## config.mk

```make
export PLATFORM = sky130hd
export DESIGN_NAME = x86_modrm_sib_encoder
export DESIGN_NICKNAME = d
export VERILOG_FILES = /design/src/hdl/x86msb_pkg.sv /design/src/hdl/x86_modrm_sib_encoder.sv
export SDC_FILE = /design/constraint.sdc
export NUM_CORES = 1
export LEC_CHECK = 0
export BUFFER_PORTS_ARGS = -buffer_cell sky130_fd_sc_hd__buf_2
export CAP_MARGIN = 20
export CORE_UTILIZATION = 52
export DETAILED_ROUTE_END_ITERATION = 10
export PLACE_DENSITY = 0.8
export SETUP_SLACK_MARGIN = 0.02
export SLEW_MARGIN = 20
export SYNTH_ARGS = -nofsm -noshare
export SYNTH_HDL_FRONTEND = slang
export SYNTH_SLANG_ARGS = --single-unit
```

## constraint.sdc

```tcl
create_clock -name i_clk -period 2.7 [get_ports i_clk]
set_input_delay 0.405 -clock i_clk [delete_from_list [all_inputs] [get_ports i_clk]]
set_output_delay 0.405 -clock i_clk [all_outputs]
set_load 0.03 [all_outputs]
```

## src/hdl/x86msb_pkg.sv

```systemverilog
// Types and codes of the ModR/M and SIB encoder.
package x86msb_pkg;

    localparam int IN_W  = 64;
    localparam int OUT_W = 24;

    typedef enum logic [1:0] {
        KIND_NONE = 2'd0,
        KIND_REG  = 2'd1,
        KIND_MEM  = 2'd2,
        KIND_IMM  = 2'd3
    } t_kind;

    typedef enum logic [1:0] {
        FORM_REG_RM  = 2'd0,
        FORM_RM_REG  = 2'd1,
        FORM_REG_IMM = 2'd2,
        FORM_OTHER   = 2'd3
    } t_form;

    typedef enum logic [2:0] {
        ERR_NONE      = 3'd0,
        ERR_BAD_RM    = 3'd1,
        ERR_BAD_REG   = 3'd2,
        ERR_ESP_SCALE = 3'd3,
        ERR_BAD_SCALE = 3'd4
    } t_err;

    localparam logic [2:0] REG_ESP = 3'd4;
    localparam logic [2:0] REG_EBP = 3'd5;
    localparam logic [2:0] RM_SIB  = 3'd4;
    localparam logic [2:0] SIB_NO_INDEX = 3'd4;
    localparam logic [2:0] SIB_NO_BASE  = 3'd5;

    localparam logic [1:0] MOD_NODISP = 2'd0;
    localparam logic [1:0] MOD_DISP8  = 2'd1;
    localparam logic [1:0] MOD_DISP32 = 2'd2;
    localparam logic [1:0] MOD_REG    = 2'd3;

    localparam logic [2:0] DISP_NONE = 3'd0;
    localparam logic [2:0] DISP_8    = 3'd1;
    localparam logic [2:0] DISP_32   = 3'd4;

    // Input item, first field in the lowest bits.
    typedef struct packed {
        logic [2:0]  pad;
        logic [3:0]  reg_digit;
        t_form       template_form;
        logic        has_label;
        logic [31:0] displacement;
        logic [3:0]  scale_factor;
        logic [3:0]  index_register;
        logic [3:0]  base_register;
        logic [2:0]  second_register;
        logic [2:0]  first_register;
        t_kind       second_kind;
        t_kind       first_kind;
    } t_req;

    // Result item, first field in the lowest bits.
    typedef struct packed {
        logic        pad;
        t_err        error_code;
        logic [2:0]  disp_bytes;
        logic [7:0]  sib_byte;
        logic        sib_present;
        logic [7:0]  modrm_byte;
    } t_res;

endpackage

```

## src/hdl/x86_modrm_sib_encoder.sv

```systemverilog
// Top level of the 32-bit ModR/M and SIB encoder.
//
// Input stream (i_s_*): one resolved operand description per item, fields
// packed into i_s_tdata from the lowest bit up. Output stream (o_m_*): one
// result item per input item, in order: ModR/M byte, SIB flag and byte,
// displacement size and error code.
//
// An accepted item is held in an input register; the encoder logic between
// that register and the result register is a single pass, so a result
// shows on o_m_tvalid once it moves into the result register and, with
// i_m_tready high, leaves at the next edge. Throughput is one item per
// cycle while the receiver keeps i_m_tready high, set by the two register
// stages each advancing whenever the stage after it is empty or draining.
//
// When the receiver stalls, the result register holds its item and the
// input register takes one more; only then does o_s_tready drop. A
// synchronous reset (i_rst_n low) empties both stages; no item is lost or
// repeated across a stall.
module x86_modrm_sib_encoder (
    input  logic                        i_clk,
    input  logic                        i_rst_n,
    input  logic                        i_s_tvalid,
    output logic                        o_s_tready,
    // first_kind, second_kind, first_register, second_register,
    // base_register, index_register, scale_factor, displacement,
    // has_label, template_form, reg_digit, zero pad
    input  logic [x86msb_pkg::IN_W-1:0]  i_s_tdata,
    output logic                        o_m_tvalid,
    input  logic                        i_m_tready,
    // modrm_byte, sib_present, sib_byte, disp_bytes, error_code, zero pad
    output logic [x86msb_pkg::OUT_W-1:0] o_m_tdata
);
    import x86msb_pkg::*;

    logic r_in_vld;
    t_req r_in;
    logic r_out_vld;
    t_res r_out;
    t_res n_out;
    logic adv_out;

    logic       any_mem, has_base, has_index, scale_ok, rm_mem, sib_need;
    logic       sb_valid, si_valid, disp8_fits, disp_zero;
    logic [1:0] mod_f, scale_code;
    logic [2:0] reg_f, rm_f, sb, si, disp_n;
    t_kind      rk;
    logic [2:0] rr;
    t_err       err;

    assign adv_out    = r_in_vld && (!r_out_vld || i_m_tready);
    assign o_s_tready = !r_in_vld || adv_out;
    assign o_m_tvalid = r_out_vld;
    assign o_m_tdata  = r_out;

    always_ff @(posedge i_clk) begin
        if (!i_rst_n) begin
            r_in_vld  <= 1'b0;
            r_out_vld <= 1'b0;
        end else begin
            if (o_s_tready) begin
                r_in_vld <= i_s_tvalid;
            end
            if (adv_out) begin
                r_out_vld <= 1'b1;
            end else if (i_m_tready) begin
                r_out_vld <= 1'b0;
            end
        end
    end

    always_ff @(posedge i_clk) begin
        if (i_s_tvalid && o_s_tready) begin
            r_in <= t_req'(i_s_tdata);
        end
        if (adv_out) begin
            r_out <= n_out;
        end
    end

    always_comb begin
        case (r_in.scale_factor)
            4'd2:    scale_code = 2'd1;
            4'd4:    scale_code = 2'd2;
            4'd8:    scale_code = 2'd3;
            default: scale_code = 2'd0;
        endcase
    end

    always_comb begin
        any_mem    = (r_in.first_kind == KIND_MEM) || (r_in.second_kind == KIND_MEM);
        has_base   = !r_in.base_register[3];
        has_index  = !r_in.index_register[3];
        scale_ok   = r_in.scale_factor inside {4'd0, 4'd1, 4'd2, 4'd4, 4'd8};
        disp_zero  = (r_in.displacement == 32'd0);
        disp8_fits = (&r_in.displacement[31:7]) || !(|r_in.displacement[31:7]);
        err        = ERR_NONE;
        reg_f      = 3'd0;
        rm_f       = 3'd0;
        rm_mem     = 1'b0;
        sb         = r_in.base_register[2:0];
        si         = r_in.index_register[2:0];
        sb_valid   = has_base;
        si_valid   = has_index;
        sib_need   = 1'b0;

        if (any_mem && !scale_ok) begin
            err = ERR_BAD_SCALE;
        end

        // mod choice before the SIB fixups
        if (r_in.first_kind == KIND_REG &&
            r_in.second_kind inside {KIND_REG, KIND_IMM, KIND_NONE}) begin
            mod_f = MOD_REG;    disp_n = DISP_NONE;
        end else if (!has_base) begin
            mod_f = MOD_NODISP; disp_n = DISP_32;
        end else if (r_in.has_label && disp_zero) begin
            mod_f = MOD_DISP32; disp_n = DISP_32;
        end else if (disp_zero) begin
            mod_f = MOD_NODISP; disp_n = DISP_NONE;
        end else if (disp8_fits) begin
            mod_f = MOD_DISP8;  disp_n = DISP_8;
        end else begin
            mod_f = MOD_DISP32; disp_n = DISP_32;
        end

        if (!r_in.reg_digit[3]) begin
            reg_f = r_in.reg_digit[2:0];
        end else if (r_in.template_form == FORM_RM_REG) begin
            reg_f = r_in.second_register;
        end else if (r_in.template_form == FORM_OTHER) begin
            if (err == ERR_NONE) err = ERR_BAD_REG;
        end else begin
            reg_f = r_in.first_register;
        end

        if (r_in.template_form == FORM_REG_RM) begin
            rk = r_in.second_kind;
            rr = r_in.second_register;
        end else begin
            rk = r_in.first_kind;
            rr = r_in.first_register;
        end
        if (rk == KIND_MEM) begin
            rm_mem = 1'b1;
            rm_f   = has_base ? r_in.base_register[2:0] : REG_EBP;
        end else if (rk == KIND_REG) begin
            rm_f = rr;
        end else if (err == ERR_NONE) begin
            err = ERR_BAD_RM;
        end

        sib_need = (err == ERR_NONE) && rm_mem &&
                   (r_in.scale_factor != 4'd0 || has_index ||
                    (has_base && (sb == REG_ESP || sb == REG_EBP)));

        if (sib_need) begin
            rm_f = RM_SIB;
            // EBP base has no mod 0 form: use a zero disp8
            if (has_base && sb == REG_EBP && mod_f == MOD_NODISP) begin
                mod_f = MOD_DISP8; disp_n = DISP_8;
            end
            if (has_index && si == REG_ESP) begin
                if (r_in.scale_factor != 4'd1) begin
                    err = ERR_ESP_SCALE;
                end else begin
                    // swap the unscaled ESP index into the base slot
                    si       = sb;
                    si_valid = sb_valid;
                    if (!sb_valid) begin
                        mod_f = MOD_DISP32; disp_n = DISP_32;
                    end
                    sb       = REG_ESP;
                    sb_valid = 1'b1;
                end
            end
            if (!sb_valid) begin
                sb = SIB_NO_BASE; mod_f = MOD_NODISP; disp_n = DISP_32;
            end
            if (!si_valid) begin
                si = SIB_NO_INDEX;
            end
        end

        n_out.pad = 1'b0;
        if (err != ERR_NONE) begin
            n_out.modrm_byte  = 8'd0;
            n_out.sib_present = 1'b0;
            n_out.sib_byte    = 8'd0;
            n_out.disp_bytes  = DISP_NONE;
            n_out.error_code  = err;
        end else begin
            n_out.modrm_byte  = {mod_f, reg_f, rm_f};
            n_out.sib_present = sib_need;
            n_out.sib_byte    = sib_need ? {scale_code, si, sb} : 8'd0;
            n_out.disp_bytes  = disp_n;
            n_out.error_code  = ERR_NONE;
        end
    end

endmodule

```

## Word level (Yosys, flattened, before mapping)

Index checks and enable logic that the tools add are counted.

| word-level totals | value |
|---|---|
| output and inout port bits | 26 |
| input bits | 68 |
| logic and storage cells | 142 |
| register bits after elaboration | 86 |

| cells by class | value |
|---|---|
| reduce and logical (&&, ||, !) cells | 43 |
| bitwise logic cells | 3 |
| mux-type cells | 58 |
| equal/unequal tests | 17 |

Operators by type and width:

| kind | count |
|---|---|
| 3-bit two-way mux | 36 |
| 32-bit zero test | 1 |
| 25-bit AND reduction | 1 |
| 25-bit OR reduction | 1 |
| 2-bit two-way mux | 12 |
| 1-bit logical AND | 11 |
| 2-bit == test (second input constant) | 5 |
| 3-bit == test (second input constant) | 3 |
| 3-bit zero test | 3 |
| 1-bit two-way mux | 9 |
| 2-bit by 1-bit == test with 1-bit output (second input constant) | 4 |
| 1-bit logical OR | 7 |
| 1-bit zero test | 6 |
| 2-bit zero test | 3 |
| 2-bit case mux with 3 select lines | 1 |
| 3-bit nonzero test | 2 |
| 3-bit OR reduction | 2 |
| 5-bit nonzero test | 1 |
| 4-bit by 1-bit == test with 1-bit output (second input constant) | 1 |
| 4-bit by 2-bit == test with 1-bit output (second input constant) | 1 |
| 4-bit by 3-bit == test with 1-bit output (second input constant) | 1 |
| 4-bit == test (second input constant) | 1 |
| 4-bit zero test | 1 |
| 4-bit by 1-bit != test with 1-bit output (second input constant) | 1 |
| 4 further kinds | 7 |

## Longest topological paths before layout

| logic depth | value |
|---|---|
| depth in word-level cells | 20 |
| mapped depth | 8 |
| depth with buffers taken out | 8 |

## Worst setup path before layout

Ideal clock, no wire load.

| timing path | value |
|---|---|
| path kind | reg2reg |
| from | reg r_out_vld, in the netlist o_m_tvalid |
| to | reg r_in[0] in the netlist's numbering, enable pin |
| path buffers | 0 |
| data arrival time | 2343 ps |
| data required time | 2275 ps |
| setup slack | -68 ps |
| stages on the path, launching flop included | 4 |
| cell sequence | dfxtp_1 nor2b_1 nand2_1 and2_1 |

| on the way | value |
|---|---|
| cells in the longest elaborated chain, start to end | 5 |

Ends and longest elaborated chain:

| item | line | source |
|---|---|---|
| from (decl) | x86_modrm_sib_encoder.sv:37 | `logic r_out_vld;` |
| from (signal assigned) | x86_modrm_sib_encoder.sv:58 | `r_out_vld <= 1'b0;` |
| from (signal assigned) | x86_modrm_sib_encoder.sv:64 | `r_out_vld <= 1'b1;` |
| from (signal assigned) | x86_modrm_sib_encoder.sv:66 | `r_out_vld <= 1'b0;` |
| 1-bit zero test | x86_modrm_sib_encoder.sv:50 | `assign adv_out = r_in_vld && (!r_out_vld \|\| i_m_tready);` |
| 1-bit logical OR | x86_modrm_sib_encoder.sv:50 |  |
| 1-bit logical AND | x86_modrm_sib_encoder.sv:50 |  |
| 1-bit logical OR | x86_modrm_sib_encoder.sv:51 | `assign o_s_tready = !r_in_vld \|\| adv_out;` |
| via o_s_tready | x86_modrm_sib_encoder.sv:23 | `output logic o_s_tready,` |
| 1-bit logical AND | x86_modrm_sib_encoder.sv:72 | `if (i_s_tvalid && o_s_tready) begin` |
| to (signal assigned) | x86_modrm_sib_encoder.sv:73 | `r_in <= t_req'(i_s_tdata);` |
| to (decl) | x86_modrm_sib_encoder.sv:36 | `t_req r_in;` |

The timed path passes the listed nets, and every way through them passes these cells.
A chain may end at the register's enable or synchronous reset.

## Final worst setup path

| timing path | value |
|---|---|
| from | reg r_in[32] in the netlist's numbering |
| to | reg r_out, in the netlist o_m_tdata[7] (data pin) |

| on the way | value |
|---|---|
| cells in the longest elaborated chain, start to end | 16 |
| elaborated cells between the ends (all ways) | 19 |
| classes of those cells | mux (11); reduce/logical (8) |

Ends and longest elaborated chain:

| item | line | source |
|---|---|---|
| 25-bit OR reduction | x86_modrm_sib_encoder.sv:95 | `disp8_fits = (&r_in.displacement[31:7]) \|\| !(\|r_in.displacement[31:7]);` |
| 1-bit zero test | x86_modrm_sib_encoder.sv:95 |  |
| 1-bit logical OR | x86_modrm_sib_encoder.sv:95 |  |
| 2-bit two-way mux | x86_modrm_sib_encoder.sv:120 | `end else if (disp8_fits) begin` |
| 2-bit two-way mux | x86_modrm_sib_encoder.sv:118 | `end else if (disp_zero) begin` |
| 2-bit two-way mux (*) | x86_modrm_sib_encoder.sv:116 | `end else if (r_in.has_label && disp_zero) begin` |
| 2-bit two-way mux (*) | x86_modrm_sib_encoder.sv:114 | `end else if (!has_base) begin` |
| 2-bit two-way mux (*) | x86_modrm_sib_encoder.sv:111 | `if (r_in.first_kind == KIND_REG &&` |
| 2-bit zero test | x86_modrm_sib_encoder.sv:159 | `if (has_base && sb == REG_EBP && mod_f == MOD_NODISP) begin` |
| 1-bit logical AND | x86_modrm_sib_encoder.sv:159 |  |
| 2-bit two-way mux | x86_modrm_sib_encoder.sv:159 |  |
| 2-bit two-way mux | x86_modrm_sib_encoder.sv:169 | `if (!sb_valid) begin` |
| 2-bit two-way mux | x86_modrm_sib_encoder.sv:163 | `if (r_in.scale_factor != 4'd1) begin` |
| 2-bit two-way mux | x86_modrm_sib_encoder.sv:162 | `if (has_index && si == REG_ESP) begin` |
| 2-bit two-way mux | x86_modrm_sib_encoder.sv:176 | `if (!sb_valid) begin` |
| 2-bit two-way mux (*) | x86_modrm_sib_encoder.sv:156 | `if (sib_need) begin` |
| to (signal assigned) | x86_modrm_sib_encoder.sv:76 | `r_out <= n_out;` |
| to (decl) | x86_modrm_sib_encoder.sv:38 | `t_res r_out;` |

Every way passes the cells marked *; elsewhere a longest branch is shown, timed or not.

==> results by stage <==
Worst setup path:
- The maximum fanout along the worst path is 2.
- The critical setup path kind is register to register.
- The critical path arrival is 2340 ps.
- The worst setup path is captured at a register.
- The element type at the critical path start is a register.
- In this run the critical register-to-register path is launched from r_in[32]$_DFFE_PP_.
- The endpoint identified for the worst register-to-register timing path is o_m_tdata[7]$_SDFFCE_PP0P_.
- The register-to-register setup slack is 520 ps.
- The worst endpoint required time is 2860 ps.
- The number of cells on the worst reg-to-reg path is 6.

Cells and area:
- Measured on the finished design, the core utilization comes to 0.6747.
- The final layout contains 385 nets.
- The finished layout holds 397 standard cells, fillers aside.
- The register area is 2532 um2.
- Of the cells placed in the final design, the portion with a size suffix greater than 1 is 0.3696.
- The antenna cell count is 0.
- The number of fillers in the final layout is 452.
- The area of all placed cells without fillers is 4113 um2.
- The synthesis-to-finish area growth is 21.79%.
- The area occupied by multi-input gates is 809.5 um2.

Synth:
- The summed instance area of the synthesized netlist is 3377 um2.
- The count of flip-flops with a built-in enable after synthesis is 83.
- sky130_fd_sc_hd__edfxtp_1 takes more of the synthesized area than any other cell.
- Of the total synthesized cell area, the portion taken by AND, OR, NAND and NOR gates is 0.1393.
- Yosys instantiated no cell more often than sky130_fd_sc_hd__edfxtp_1.
- The Yosys warning count is 0.
- By area, the combinational part of the netlist is dominated by simple AND/OR/NAND/NOR gates.
- The share of the Yosys chip area taken by registers is 0.7499.
- Of the total synthesized cell area, the portion taken by XOR and XNOR cells is 0.01037.
- By area the synthesized netlist is led by sky130_fd_sc_hd__edfxtp_1, sky130_fd_sc_hd__a21oi_1, sky130_fd_sc_hd__nor4_1.
- The compound-cell area share of the yosys netlist is 0.06595.
- In the synthesized netlist the dominant register cell turns out to be sky130_fd_sc_hd__edfxtp_1.
- Ranked by instance count, the synthesized netlist is headed by sky130_fd_sc_hd__edfxtp_1, sky130_fd_sc_hd__nor2_1, sky130_fd_sc_hd__a21oi_1, sky130_fd_sc_hd__nand2_1, sky130_fd_sc_hd__nor4_1.
- In the synthesized netlist the async set-or-reset flop fraction comes to 0.
- The post-synthesis register bit count is 85.
- Of the post-synthesis cell area, the part taken by muxes is 0.01593.
- The share of synthesized area in the top cell type comes to 0.7381.
- Counting distinct cell types in the post-synthesis netlist gives 44.
- The mean instance size in the synthesized netlist is 15.49 um2.
- The post-synthesis share of cell area spent on full adders, half adders and majority gates is 0.003335.
- After technology mapping, the gate count stands at 218.

STA:
- Setup repair after global routing left no endpoint under its margin.
- Timing would allow up to 458.8 MHz.
- At the pin with the least slew margin, the transition time is 633.2 ps.
- The shortest clock period the worst path allows after layout is 2180 ps.
- The maximum clock skew at final layout is 5.696 ps.
- Of the available clock period, the critical path in the final layout requires 0.8073.
- The relative slew slack is 0.5770.
- The setup slack after layout is 520.2 ps.
- The final total negative setup slack is 0 ps.
- The count of endpoints failing hold in the final timing report is 0.
- Setup violations remaining at the end of the flow were counted as 0.
- The final count of pins violating max slew was 0.

Floorplan:
- The initial core utilization is 0.5540.
- The die outline width is 82.59 um.
- The count of boundary I/O pins is 94.
- The height of the die is 82.59 um.
- The floorplan has 28 rows.
- The core area is 6096 um2.
- The die covers 6820 um2.

Place:
- The instance count after placement with tap cells included is 381.
- Once detailed placement completed, the half-perimeter wirelength came to 4197 um.
- The number of input and output port buffers inserted is 88.
- The placed standard-cell area is 3909 um2.
- The worst setup slack before clock tree synthesis is 590.6 ps.
- Routability-driven placement finished with a final weighted congestion of 0.7685.

Worst hold path:
- The worst hold path begins at i_s_tdata[36].
- The class of the worst hold path is input pin to register.
- For hold timing, the worst endpoint is r_in[36]$_DFFE_PP_.
- Along the worst hold path, the cell count comes to 1.

Clock network:
- Clock tree synthesis inserted a total of 9 buffers.
- Post-CTS timing repair inserted 0 buffers for setup.
- The TritonCTS sink count is 85.
- TritonCTS built the clock tree.
- The post-cts sizing count is 0.
- After clock tree synthesis, the clock-pin slew on the worst setup and hold paths is 90 ps.
- The quantity of hold-fixing buffers added after cts is 0.
- The cell chosen for the clock root is sky130_fd_sc_hd__clkbuf_8.
- The buffer depth of the longest clock path is 2.
- The H-tree was split into 3 levels.
- The source-to-sink clock delay at the later pin of the worst-skew pair is 340 ps.

Power and ir drop:
- The part of the power in the clock network is 0.327.
- Of the total power, combinational logic draws 0.086.
- The net switching fraction of the power is 0.2348.
- VDD sags by at most 0.3935 mV.
- The part of the total power dissipated in sequential elements is 0.587.
- The switching power total is 0.6316 mW.
- The internal power is 2.058 mW.
- For this design the ratio of total power to cell area is 653.9 nW/um2.
- In this run the static leakage power is 1.540 nW.

GRT:
- The pin count of the biggest net entering global routing is 27.
- The initial antenna violation count is 0.
- The leftover overflow at the end of global routing is 0.
- The aggregate global-route resource usage is 0.1766.
- The via count of the first global-routing pass came to 1980.
- The wire length of the first global-routing pass is 8583 um.

Run status:
- The flow ran to the end, and the final reports show no timing, DRC or antenna violations.

Job:
- Across the run, the number of max-cap violations was 0.

Route:
- The number of routed nets with antenna violations is 0.
- The number of DRC violations after detailed-routing iteration 0 is 105.
- The post-detailed-routing wire length is 5635 um.
- After detailed routing, the average wire length per cell comes to 14.19 um.
- The post-route DRC violation count is 0.
- For this block, the via count after detailed routing is 2114.
- The first detailed-routing pass took 5 iterations.
- In the routed layout, each cell is associated on average with a via count of 5.325.
## routing by layer
| layer | GRT usage | part of all wire |
|---|---|---|
| met1 | 0.1899 | 0.41 |
| met2 | 0.3041 | 0.49 |
| met3 | 0.07912 | 0.077 |
| met4 | 0.06897 | 0.016 |
| met5 | 0 | 0 |
## power by group through the flow
stage	Sequential [mW]	Clock [mW]	Combinational (mW)
final	1.58	0.879	0.232
after global routing	1.59	0.939	0.255
after CTS	1.58	0.891	0.233
after detailed placement	1.61	0	0.233
after global placement	1.60	0	0.226
after floorplan	1.64	0	0.108
## worst max path at each step
stage / startpoint / endpoint / slack [ps] / cells after the start
floorplan: o_m_tvalid$_SDFFE_PN0P_ / r_in[0]$_DFFE_PP_ / 580 / 3
global placement: r_in[19]$_DFFE_PP_ / o_m_tdata[9]$_SDFFCE_PP0P_ / 640 / 8
detailed placement: r_in[19]$_DFFE_PP_ / o_m_tdata[9]$_SDFFCE_PP0P_ / 590 / 8
CTS: r_in[33]$_DFFE_PP_ / o_m_tdata[7]$_SDFFCE_PP0P_ / 500 / 6
global route: r_in[19]$_DFFE_PP_ / o_m_tdata[9]$_SDFFCE_PP0P_ / 230 / 8
finish: r_in[32]$_DFFE_PP_ / o_m_tdata[7]$_SDFFCE_PP0P_ / 520 / 6
## cell type report
type / instances / area share
sequential: 85 / 0.6158
multi-input combinational: 125 / 0.1968
timing repair buffer: 90 / 0.1107
clock buffer: 9 / 0.03012
tap: 75 / 0.02282
clock inverter: 7 / 0.01825
inverter: 6 / 0.005476
## critical path, cell delays in order (launching register included)
cell and delay [ps]:
sky130_fd_sc_hd__edfxtp_1 410, sky130_fd_sc_hd__nor4_1 320, sky130_fd_sc_hd__nand4_1 170, sky130_fd_sc_hd__nor3_1 460, sky130_fd_sc_hd__nand2_1 180, sky130_fd_sc_hd__a21o_1 210, sky130_fd_sc_hd__a311oi_1 240
## stage by stage
stage | power [mW] | hold WS (ps)
floorplan | 1.748 | 476.8
global placement | 1.831 | 496.6
detailed placement | 1.841 | 507.3
CTS | 2.703 | 220.0
global route | 2.781 | 207.1
finish | 2.689 | 231.1
## cell families after synthesis
| logic type | Yosys count |
|---|---|
| xor+xnor | 4 |
| flops | 85 |
| fa+ha+maj | 1 |
| buf+inv | 9 |
| simple gates | 81 |
| other cells | 1 |
| compound gates | 32 |
| mux | 5 |
## registers in the layout (all words and copies together), names as in the netlist
name,count
o_m_tvalid,1
o_m_tdata,22
r_in,61
r_in_vld,1
## layout by cell type, fill, tap and decap left out, types with 3 or more instances in the layout
master and n:
sky130_fd_sc_hd__nor2_1 14, sky130_fd_sc_hd__o21ai_0 4, sky130_fd_sc_hd__buf_2 88, sky130_fd_sc_hd__edfxtp_1 83, sky130_fd_sc_hd__nand4_1 7, sky130_fd_sc_hd__clkinvlp_4 3, sky130_fd_sc_hd__a21oi_1 12, sky130_fd_sc_hd__a211oi_1 3
sky130_fd_sc_hd__nand3_1 6, sky130_fd_sc_hd__nor2b_1 7, sky130_fd_sc_hd__o22ai_1 3, sky130_fd_sc_hd__nor4_1 9, sky130_fd_sc_hd__nand2_1 12, sky130_fd_sc_hd__nor3_1 6, sky130_fd_sc_hd__nand2b_1 3, sky130_fd_sc_hd__and3_1 3
sky130_fd_sc_hd__mux2i_1 4, sky130_fd_sc_hd__clkbuf_8 9, sky130_fd_sc_hd__xnor2_1 4, sky130_fd_sc_hd__inv_1 6
Power figures use the tool's default switching activity.
